**src/rtl/core/qpr_pkg.sv**
```systemverilog
package qpr_pkg;

	// Field and register widths
	localparam int COORD_WIDTH = 16;
	localparam int FRAC_BITS   = 14;
	localparam int REG_WIDTH   = 16;
	localparam int CFG_IDX_W   = 8;

	// Datapath widths: q*p products, t terms, t*conj(q) products, result terms
	localparam int P1_W  = REG_WIDTH + COORD_WIDTH;
	localparam int T_W   = P1_W + 2;
	localparam int P2_W  = T_W + REG_WIDTH;
	localparam int R_W   = P2_W + 2;
	localparam int SH    = 2 * FRAC_BITS;
	localparam int SUM_W = R_W + 1;
	localparam int SW    = SUM_W - SH;

	typedef logic signed [COORD_WIDTH-1:0] coord_t;
	typedef logic signed [REG_WIDTH-1:0]   rot_t;
	typedef logic signed [P1_W-1:0]        prod1_t;
	typedef logic signed [T_W-1:0]         tval_t;
	typedef logic signed [P2_W-1:0]        prod2_t;
	typedef logic signed [R_W-1:0]         rval_t;
	typedef logic [CFG_IDX_W-1:0]          cfg_idx_t;

	typedef struct packed {
		coord_t point_x;
		coord_t point_y;
		coord_t point_z;
	} point_t;

	typedef struct packed {
		coord_t out_x;
		coord_t out_y;
		coord_t out_z;
		logic   clipped;
	} result_t;

	typedef struct packed {
		rot_t w;
		rot_t x;
		rot_t y;
		rot_t z;
	} quat_t;

	typedef struct packed {
		tval_t w;
		tval_t x;
		tval_t y;
		tval_t z;
	} tvec_t;

	typedef struct packed {
		rval_t x;
		rval_t y;
		rval_t z;
	} rvec_t;

	// Register indexes on the configuration port
	localparam cfg_idx_t CFG_ROT_W = cfg_idx_t'(0);
	localparam cfg_idx_t CFG_ROT_X = cfg_idx_t'(1);
	localparam cfg_idx_t CFG_ROT_Y = cfg_idx_t'(2);
	localparam cfg_idx_t CFG_ROT_Z = cfg_idx_t'(3);

	// 1.0 in the rotation format
	localparam rot_t ROT_ONE = rot_t'(64'(1) << FRAC_BITS);

	localparam coord_t COORD_MAX = {1'b0, {(COORD_WIDTH-1){1'b1}}};
	localparam coord_t COORD_MIN = {1'b1, {(COORD_WIDTH-1){1'b0}}};

endpackage

```
**src/rtl/core/qpr_sat.sv**
```systemverilog
// Round to nearest, shift out the fraction and saturate; s5 is the output register.
module qpr_sat (
	input  logic             clk,
	input  logic             arst_n,
	input  logic             in_valid,
	output logic             in_ready,
	input  qpr_pkg::rvec_t   r,
	output logic             out_valid,
	input  logic             out_ready,
	output qpr_pkg::result_t result
);

	localparam logic [qpr_pkg::SUM_W-1:0] RND =
		qpr_pkg::SUM_W'(1) << (qpr_pkg::SH - 1);

	logic                      valid_s5;
	logic                      en_s5;
	qpr_pkg::result_t          res_s5;
	logic [qpr_pkg::COORD_WIDTH:0] fx, fy, fz;

	// Returns {clip, value} for one coordinate
	function automatic logic [qpr_pkg::COORD_WIDTH:0] finish(input qpr_pkg::rval_t v);
		logic signed [qpr_pkg::SUM_W-1:0]       sum;
		logic [qpr_pkg::SW-1:0]                 shv;
		logic [qpr_pkg::SW-qpr_pkg::COORD_WIDTH:0] top;
		logic                                   fits;
		sum  = qpr_pkg::SUM_W'(v) + RND;
		shv  = sum[qpr_pkg::SUM_W-1:qpr_pkg::SH];
		top  = shv[qpr_pkg::SW-1:qpr_pkg::COORD_WIDTH-1];
		fits = (&top) || !(|top);
		if (fits) begin
			finish = {1'b0, shv[qpr_pkg::COORD_WIDTH-1:0]};
		end else if (shv[qpr_pkg::SW-1]) begin
			finish = {1'b1, qpr_pkg::COORD_MIN};
		end else begin
			finish = {1'b1, qpr_pkg::COORD_MAX};
		end
	endfunction

	assign fx = finish(r.x);
	assign fy = finish(r.y);
	assign fz = finish(r.z);

	// Load the output register when empty or drained
	assign en_s5    = !valid_s5 || out_ready;
	assign in_ready = en_s5;

	always_ff @(posedge clk or negedge arst_n) begin
		if (!arst_n) begin
			valid_s5 <= 1'b0;
		end else if (en_s5) begin
			valid_s5 <= in_valid;
		end
	end

	always_ff @(posedge clk) begin
		if (en_s5 && in_valid) begin
			res_s5.out_x   <= fx[qpr_pkg::COORD_WIDTH-1:0];
			res_s5.out_y   <= fy[qpr_pkg::COORD_WIDTH-1:0];
			res_s5.out_z   <= fz[qpr_pkg::COORD_WIDTH-1:0];
			res_s5.clipped <= fx[qpr_pkg::COORD_WIDTH] | fy[qpr_pkg::COORD_WIDTH]
				| fz[qpr_pkg::COORD_WIDTH];
		end
	end

	assign out_valid = valid_s5;
	assign result    = res_s5;

`ifndef SYNTH
	a_clip_at_limit: assert property (@(posedge clk) disable iff (!arst_n)
		out_valid && result.clipped |->
			result.out_x == qpr_pkg::COORD_MAX || result.out_x == qpr_pkg::COORD_MIN ||
			result.out_y == qpr_pkg::COORD_MAX || result.out_y == qpr_pkg::COORD_MIN ||
			result.out_z == qpr_pkg::COORD_MAX || result.out_z == qpr_pkg::COORD_MIN)
		else $error("sat: clipped flag without a saturated coordinate");
	a_take_fills_s5: assert property (@(posedge clk) disable iff (!arst_n)
		in_valid && in_ready |=> out_valid)
		else $error("sat: accepted transaction missing from output register");
`endif

endmodule

```
**config.mk**
```make
export PLATFORM = sky130hd
export DESIGN_NAME = qpr_sat
export DESIGN_NICKNAME = d
export VERILOG_FILES = /design/src/rtl/core/qpr_pkg.sv /design/src/rtl/core/qpr_sat.sv
export SDC_FILE = /design/constraint.sdc
export NUM_CORES = 1
export LEC_CHECK = 0
export BUFFER_PORTS_ARGS = -buffer_cell sky130_fd_sc_hd__buf_2
export CAP_MARGIN = 15
export CORE_ASPECT_RATIO = 1.5
export CORE_MARGIN = 4
export CORE_UTILIZATION = 41
export CTS_CLUSTER_SIZE = 10
export DETAILED_ROUTE_END_ITERATION = 8
export GPL_TIMING_DRIVEN = 0
export PLACE_DENSITY = 0.89
export SETUP_SLACK_MARGIN = 0.3
export SYNTH_ARGS = -nofsm -noshare
export SYNTH_HDL_FRONTEND = slang
export SYNTH_SLANG_ARGS = --single-unit
export TNS_END_PERCENT = 1
```
**constraint.sdc**
```tcl
create_clock -name clk -period 2.2 [get_ports clk]
set_clock_uncertainty 0.1 [all_clocks]
set_input_delay 0.11 -clock clk [delete_from_list [all_inputs] [get_ports clk]]
set_output_delay 0.11 -clock clk [all_outputs]
set_load 0.005 [all_outputs]
```
==> results of run 1 <==
==> metrics by stage <==
stage / instance area, sq um / setup TNS (ps)
finish: 5290 / -18.9
global route: 5290 / -525
CTS: 5090 / 0
detailed placement: 4530 / -17820
global placement: 4510 / -27700
floorplan: 3730 / -1310
==> cells by family (layout without fill, tap and decap cells) <==
kind of cell	Yosys count	in the layout	share of synthesized area, %
other	0	1	0
buffers and inverters	20	183	3.85
AND/OR/NAND/NOR	155	155	25.8
AO/OA/AOI/OAI	76	76	14.5
adder cells (fa/ha/maj)	3	3	1.01
XOR/XNOR	42	42	9.94
flip-flops	50	50	40.4
multiplexers	16	16	4.39
==> area by class of cell <==
type	count	area [sq um]
buffer	10	110
inverter	10	37.5
clock inverter	2	60.1
multi-input combinational	292	2300
timing repair buffer	155	998
clock buffer	6	139
sequential	50	1500
antenna	1	2.50
fill	698	3540
tap	110	138
==> registers in the layout (all words and copies together), names as in the netlist <==
| signal | count |
|---|---|
| out_valid | 1 |
| result | 49 |
==> routing by layer <==
layer / vias to the layer above / part of all wire, % / GRT usage, %
li1: 1737 / - / -
met1: 1714 / 36 / 21.2
met2: 231 / 51 / 34.0
met3: 35 / 9.1 / 3.44
met4: 0 / 3.6 / 7.83
met5: - / 0 / 0
==> worst reg2reg max path, delay by kind of cell (launching register included) <==
| family | cells | cell delay (ps) |
|---|---|---|
| AND/OR/NAND/NOR | 2 | 440 |
| flip-flops | 1 | 380 |
| buffers and inverters | 1 | 260 |
==> cells in the final DEF (no fill, tap or decap), drive strengths merged, types with 7 or more instances in the layout <==
master,synthesis,layout
a21oi,35,35
mux2i,14,14
nor3,10,10
nand3,25,25
nor4,13,13
and4,8,8
clkbuf,2,8
a31o,7,7
a31oi,7,7
nand2,22,22
edfxtp,49,49
xor2,21,21
xnor2,21,21
buf,8,161
and3,12,12
nor2,19,19
inv,10,10
nand4,23,23
==> report_power, final <==
group          internal [W]  switching (W)
logic              0.000216       0.000269
clock network      0.000682       0.000327
registers           0.00111      0.0000145
==> what timing repair did <==
item,in CTS,in global routing
pin swaps,19,17
hold buffers,2,0
buffers inserted,14,8
endpoints found under the hold margin,2,0
cloned,2,0
gates resized for setup,35,29
endpoints found under the setup margin,46,46
==> how the worst max path moves through the flow <==
| stage | from | end |
|---|---|---|
| 2_1_floorplan | r[80] | result[29] |
| 3_3_place_gp | r[27] | result[7] |
| 3_5_place_dp | r[28] | result[7] |
| 4_1_cts | r[79] | result[22] |
| 5_1_grt | r[40] | result[7] |
| 6_report | r[40] | result[7] |
==> impl_metrics.py, run 1 <==
metrics = {
    "yosys": {
        "yosysTopAreaCellShare_pct": 39.8,
        "async_flop_share_pct": 2.00,
        "yosys.area.top_type": "edfxtp_1",
        "synth_warnings": 0,
        "ys_types": 61,
        "synthTopCellsByCount": "edfxtp_1 (49), a21oi_1 (25), nand3_1 (25), nand2_1 (22)",
        "ys_top_cells_by_area": "edfxtp_1 (40%), xnor2_1 (5.0%), xor2_1 (5.0%), mux2i_1 (3.8%), a21oi_1 (3.4%)",
        "ys.flop_type": "edfxtp_1",
        "post_synth.cell_area_avg_sq_um": 10.2,
        "synth_nets": 525,
        "synth.ff_latch_count": 50,
        "syn-cell-area_sq_um": 3700,
        "synth_cells": 362,
        "synth_edf_count": 49,
        "synth-seq-area-share_pct": 40.4,
        "synth.most_common_cell": "edfxtp_1",
    },
    "route": {
        "dr_total_vias": 3717,
        "drc_errors": 0,
        "vias_per_cell": 5.84,
        "drt_iter0_drc": 202,
        "wire_per_inst_um": 17.2,
        "dr.pass1.iters": 5,
        "routed_wl_um": 10900,
        "ant_nets": 0,
    },
    "placement": {
        "post-place-ws_ps": -556,
        "dp.cells": 601,
        "hpwl_um": 7940,
        "place_congestion": 0.933,
        "io_buffers": 128,
    },
    "worst_setup_path": {
        "reg2reg_slack_ps": 680,
        "crit_cells": 9,
        "cp_slowest_stage_delay_ps": 460,
        "required_ps": 2150,
        "path_max_fanout": 5,
        "reg2reg_depth": 3,
        "critPathLaunchType": "input port",
        "worst-setup-path-type": "input port to register",
        "critPathArrivalTime_ps": 2170,
        "r2r-start": "out_valid",
        "crit_family": "simple AND/OR/NAND/NOR gates",
        "crit_buf_inv": 2,
        "cp_cell_sequence": "buf_8 > nand4_4 > or3_4 > nor4_4 > a211oi_2 > nor4b_4 > a31o_1 > buf_6 > mux2_4",
        "worst_path_max_delay_cell": "or3_4",
        "worst_setup_path_end_kind": "register",
        "r2r_end": "result[29]",
    },
    "sta": {
        "slew_headroom_pct": 57.4,
        "hold_viol": 0,
        "min_period_over_period_pct": 101,
        "fmax_mhz": 451,
        "final_max_slew_viol_count": 0,
        "layout_setup_ws_ps": -18.9,
        "tightest_slew_ps": 633,
        "hold_slack_ps": 33.7,
        "finalSetupViolCount": 1,
        "rsz0062_at_grt": "yes",
        "period_minus_slack_ps": 2220,
    },
    "cts": {
        "clock_sinks": 50,
        "insertion_delay_ps": 290,
        "cts_buffers": 5,
        "cts_buffer_depth": 2,
        "htreeDepth": 2,
        "tritoncts": "built",
        "clockRootBuffer": "clkbuf_16",
        "path_clk_slew_ps": 70,
    },
    "floorplan": {
        "ios": 211,
        "die_x_um": 85.6,
        "rows": 42,
        "die_h_um": 124,
        "die_area_sq_um": 10600,
        "initial_core_util_pct": 41.9,
        "coreArea_sq_um": 8830,
    },
    "power": {
        "p_leak_nw": 2.03,
        "p_total_w": 0.00262,
        "ir_drop_mv": 0.561,
        "powerDensity_nw_per_um2": 495,
    },
    "layout": {
        "fin_nets": 687,
        "drive_gt1_share_pct": 45.7,
        "area_growth_pct": 42.8,
        "stdcell_count": 636,
        "final_util_pct": 59.9,
    },
    "grt": {
        "grt_pass1_vias": 3459,
        "grt_use_total_pct": 18.8,
        "grt_antenna_before_repair": 1,
        "grt_pass1_wl_um": 16300,
        "gr-total-overflow": 0,
        "grt_start_max_net_pins": 42,
    },
    "flow_run": {
        "drv_cap": 0,
    },
    "min_path": {
        "hold_class": "input port to async pin",
    },
    "outcome": {
        "failed_checks": "negative setup slack",
        "outcome": "finished, violations left",
    },
}
No activity file was read; power rests on OpenSTA's default activity.
==> run 2: changes to the inputs <==
--- a/config.mk
+++ b/config.mk
@@ -14,7 +14,6 @@
 export DETAILED_ROUTE_END_ITERATION = 8
 export GPL_TIMING_DRIVEN = 0
 export PLACE_DENSITY = 0.89
-export SETUP_SLACK_MARGIN = 0.3
 export SYNTH_ARGS = -nofsm -noshare
 export SYNTH_HDL_FRONTEND = slang
 export SYNTH_SLANG_ARGS = --single-unit
==> impl_metrics.py, run 2 (synthesis gave the netlist of run 1 again) <==
metrics = {
    "flow_run": {
        "drv_cap": 0,
    },
    "layout": {
        "multi_input_area_sq_um": 2260,
        "stdcell_count": 621,
        "largest_reg_flops": 49,
        "area_growth_pct": 36.0,
        "fin_nets": 672,
        "final_common_cell": "buf_2",
        "final_cell_mix": "buf_2 (124), edfxtp_1 (49), a21oi_1 (25)",
        "fillCellCount": 729,
        "ff_latch_area_sq_um": 1500,
        "drive_gt1_share_pct": 41.8,
    },
    "power": {
        "p_leak_nw": 1.91,
        "powerDensity_nw_per_um2": 514,
        "p_total_w": 0.00259,
        "ir_drop_mv": 0.559,
    },
    "floorplan": {
        "die_area_sq_um": 10600,
        "initial_core_util_pct": 41.9,
        "die_x_um": 85.6,
        "ios": 211,
        "coreArea_sq_um": 8830,
        "rows": 42,
        "die_h_um": 124,
    },
    "cts": {
        "tritoncts": "built",
        "path_clk_slew_ps": 70,
        "clockRootBuffer": "clkbuf_16",
        "cts_buffer_depth": 2,
        "insertion_delay_ps": 290,
        "cts_buffers": 5,
        "htreeDepth": 2,
        "clock_sinks": 50,
    },
    "sta": {
        "slew_headroom_pct": 54.6,
        "finalSetupTns_ps": -7.06,
        "tightest_slew_ps": 675,
        "final_max_slew_viol_count": 0,
        "finalSetupViolCount": 1,
        "hold_slack_ps": 36.5,
        "layout_setup_ws_ps": -7.06,
        "hold_viol": 0,
        "rsz0062_at_grt": "yes",
        "fmax_mhz": 453,
        "period_minus_slack_ps": 2210,
        "min_period_over_period_pct": 100,
    },
    "worst_setup_path": {
        "r2r-start": "out_valid",
        "path_max_fanout": 5,
        "critPathLaunchType": "input port",
        "worst-setup-path-type": "input port to register",
        "reg2reg_slack_ps": 680,
        "startpoint": "r[37]",
        "critPathArrivalTime_ps": 2150,
        "worst_setup_path_end_kind": "register",
        "required_ps": 2140,
    },
    "outcome": {
        "failed_checks": "negative setup slack",
        "outcome": "finished, violations left",
    },
    "min_path": {
        "hold_class": "input port to async pin",
    },
    "route": {
        "drt_iter0_drc": 200,
        "ant_nets": 0,
        "routed_wl_um": 10600,
        "dr.pass1.iters": 7,
        "drc_errors": 0,
        "dr_total_vias": 3631,
        "wire_per_inst_um": 17.0,
        "vias_per_cell": 5.85,
    },
    "grt": {
        "grt_pass1_wl_um": 15700,
        "grt_pass1_vias": 3338,
        "grt_use_total_pct": 18.1,
        "grt_start_max_net_pins": 42,
        "grt_antenna_before_repair": 1,
        "gr-total-overflow": 0,
    },
    "placement": {
        "post-place-ws_ps": -556,
        "hpwl_um": 7940,
        "place_congestion": 0.933,
        "dp.cells": 601,
        "io_buffers": 128,
    },
}
==> run 2: cell count changes in the layout (fill, tap and decap cells not counted), sizes merged <==
cell,previous run,this run
buf,161,145
clkbuf,8,9
==> run 2: layer usage <==
layer	up-vias	GRT usage, %	part of all wire [%]
li1	1711	-	-
met1	1660	20.9	37
met2	232	32.1	51
met3	28	3.57	9.0
met4	0	6.99	2.8
met5	-	0	0
==> run 2: report_power, final <==
part	total, W	leakage (nW)	switching (W)	internal, W
logic	0.000455	1.34	0.000262	0.000194
registers	0.00112	0.475	0.0000146	0.00111
clock network	0.00101	0.0971	0.000326	0.000682
==> run 2: timing repair <==
item / 4_1_cts / 5_1_grt
buffers inserted: 2 / 6
hold endpoints to repair: 2 / 0
pin swaps: 6 / 12
setup endpoints to repair: 38 / 36
hold buffers: 2 / 0
gates cloned: 0 / 1
gates resized for setup: 11 / 27
==> run 2: final cells by class <==
class / instances / share of cell area [%]
Timing Repair Buffer: 140 / 15.7
Clock buffer: 6 / 2.76
Tap cell: 110 / 2.73
Sequential cell: 50 / 29.7
Inverter: 10 / 0.746
Multi-Input combinational cell: 292 / 44.9
Buffer: 10 / 2.19
Clock inverter: 2 / 1.19
Antenna cell: 1 / 0.0497
==> run 2: path summary, 6_finish.rpt <==
kind	to	cells past startpoint
setup / recovery	result[7]	9
hold / removal	out_valid	2
setup reg to reg	result[29]	3
hold reg to reg	out_valid	2
max in group asynchronous	out_valid	2
min in group clk	out_valid	3
==> run 2: worst max-delay path: stages <==
cell and delay [ps]:
buf_2 150, nand4_4 100, or3_4 450, nor4_4 290
a211oi_2 80, nor4b_4 320, a31o_1 200, buf_6 130
mux2_1 310
==> run 2: stage by stage <==
step | utilization (%) | area (sq um)
final | 57.0 | 5030
after global routing | 57.0 | 5030
after CTS | 54.6 | 4820
after detailed placement | 51.3 | 4530
after global placement | 51.1 | 4510
after floorplan | - | 3730
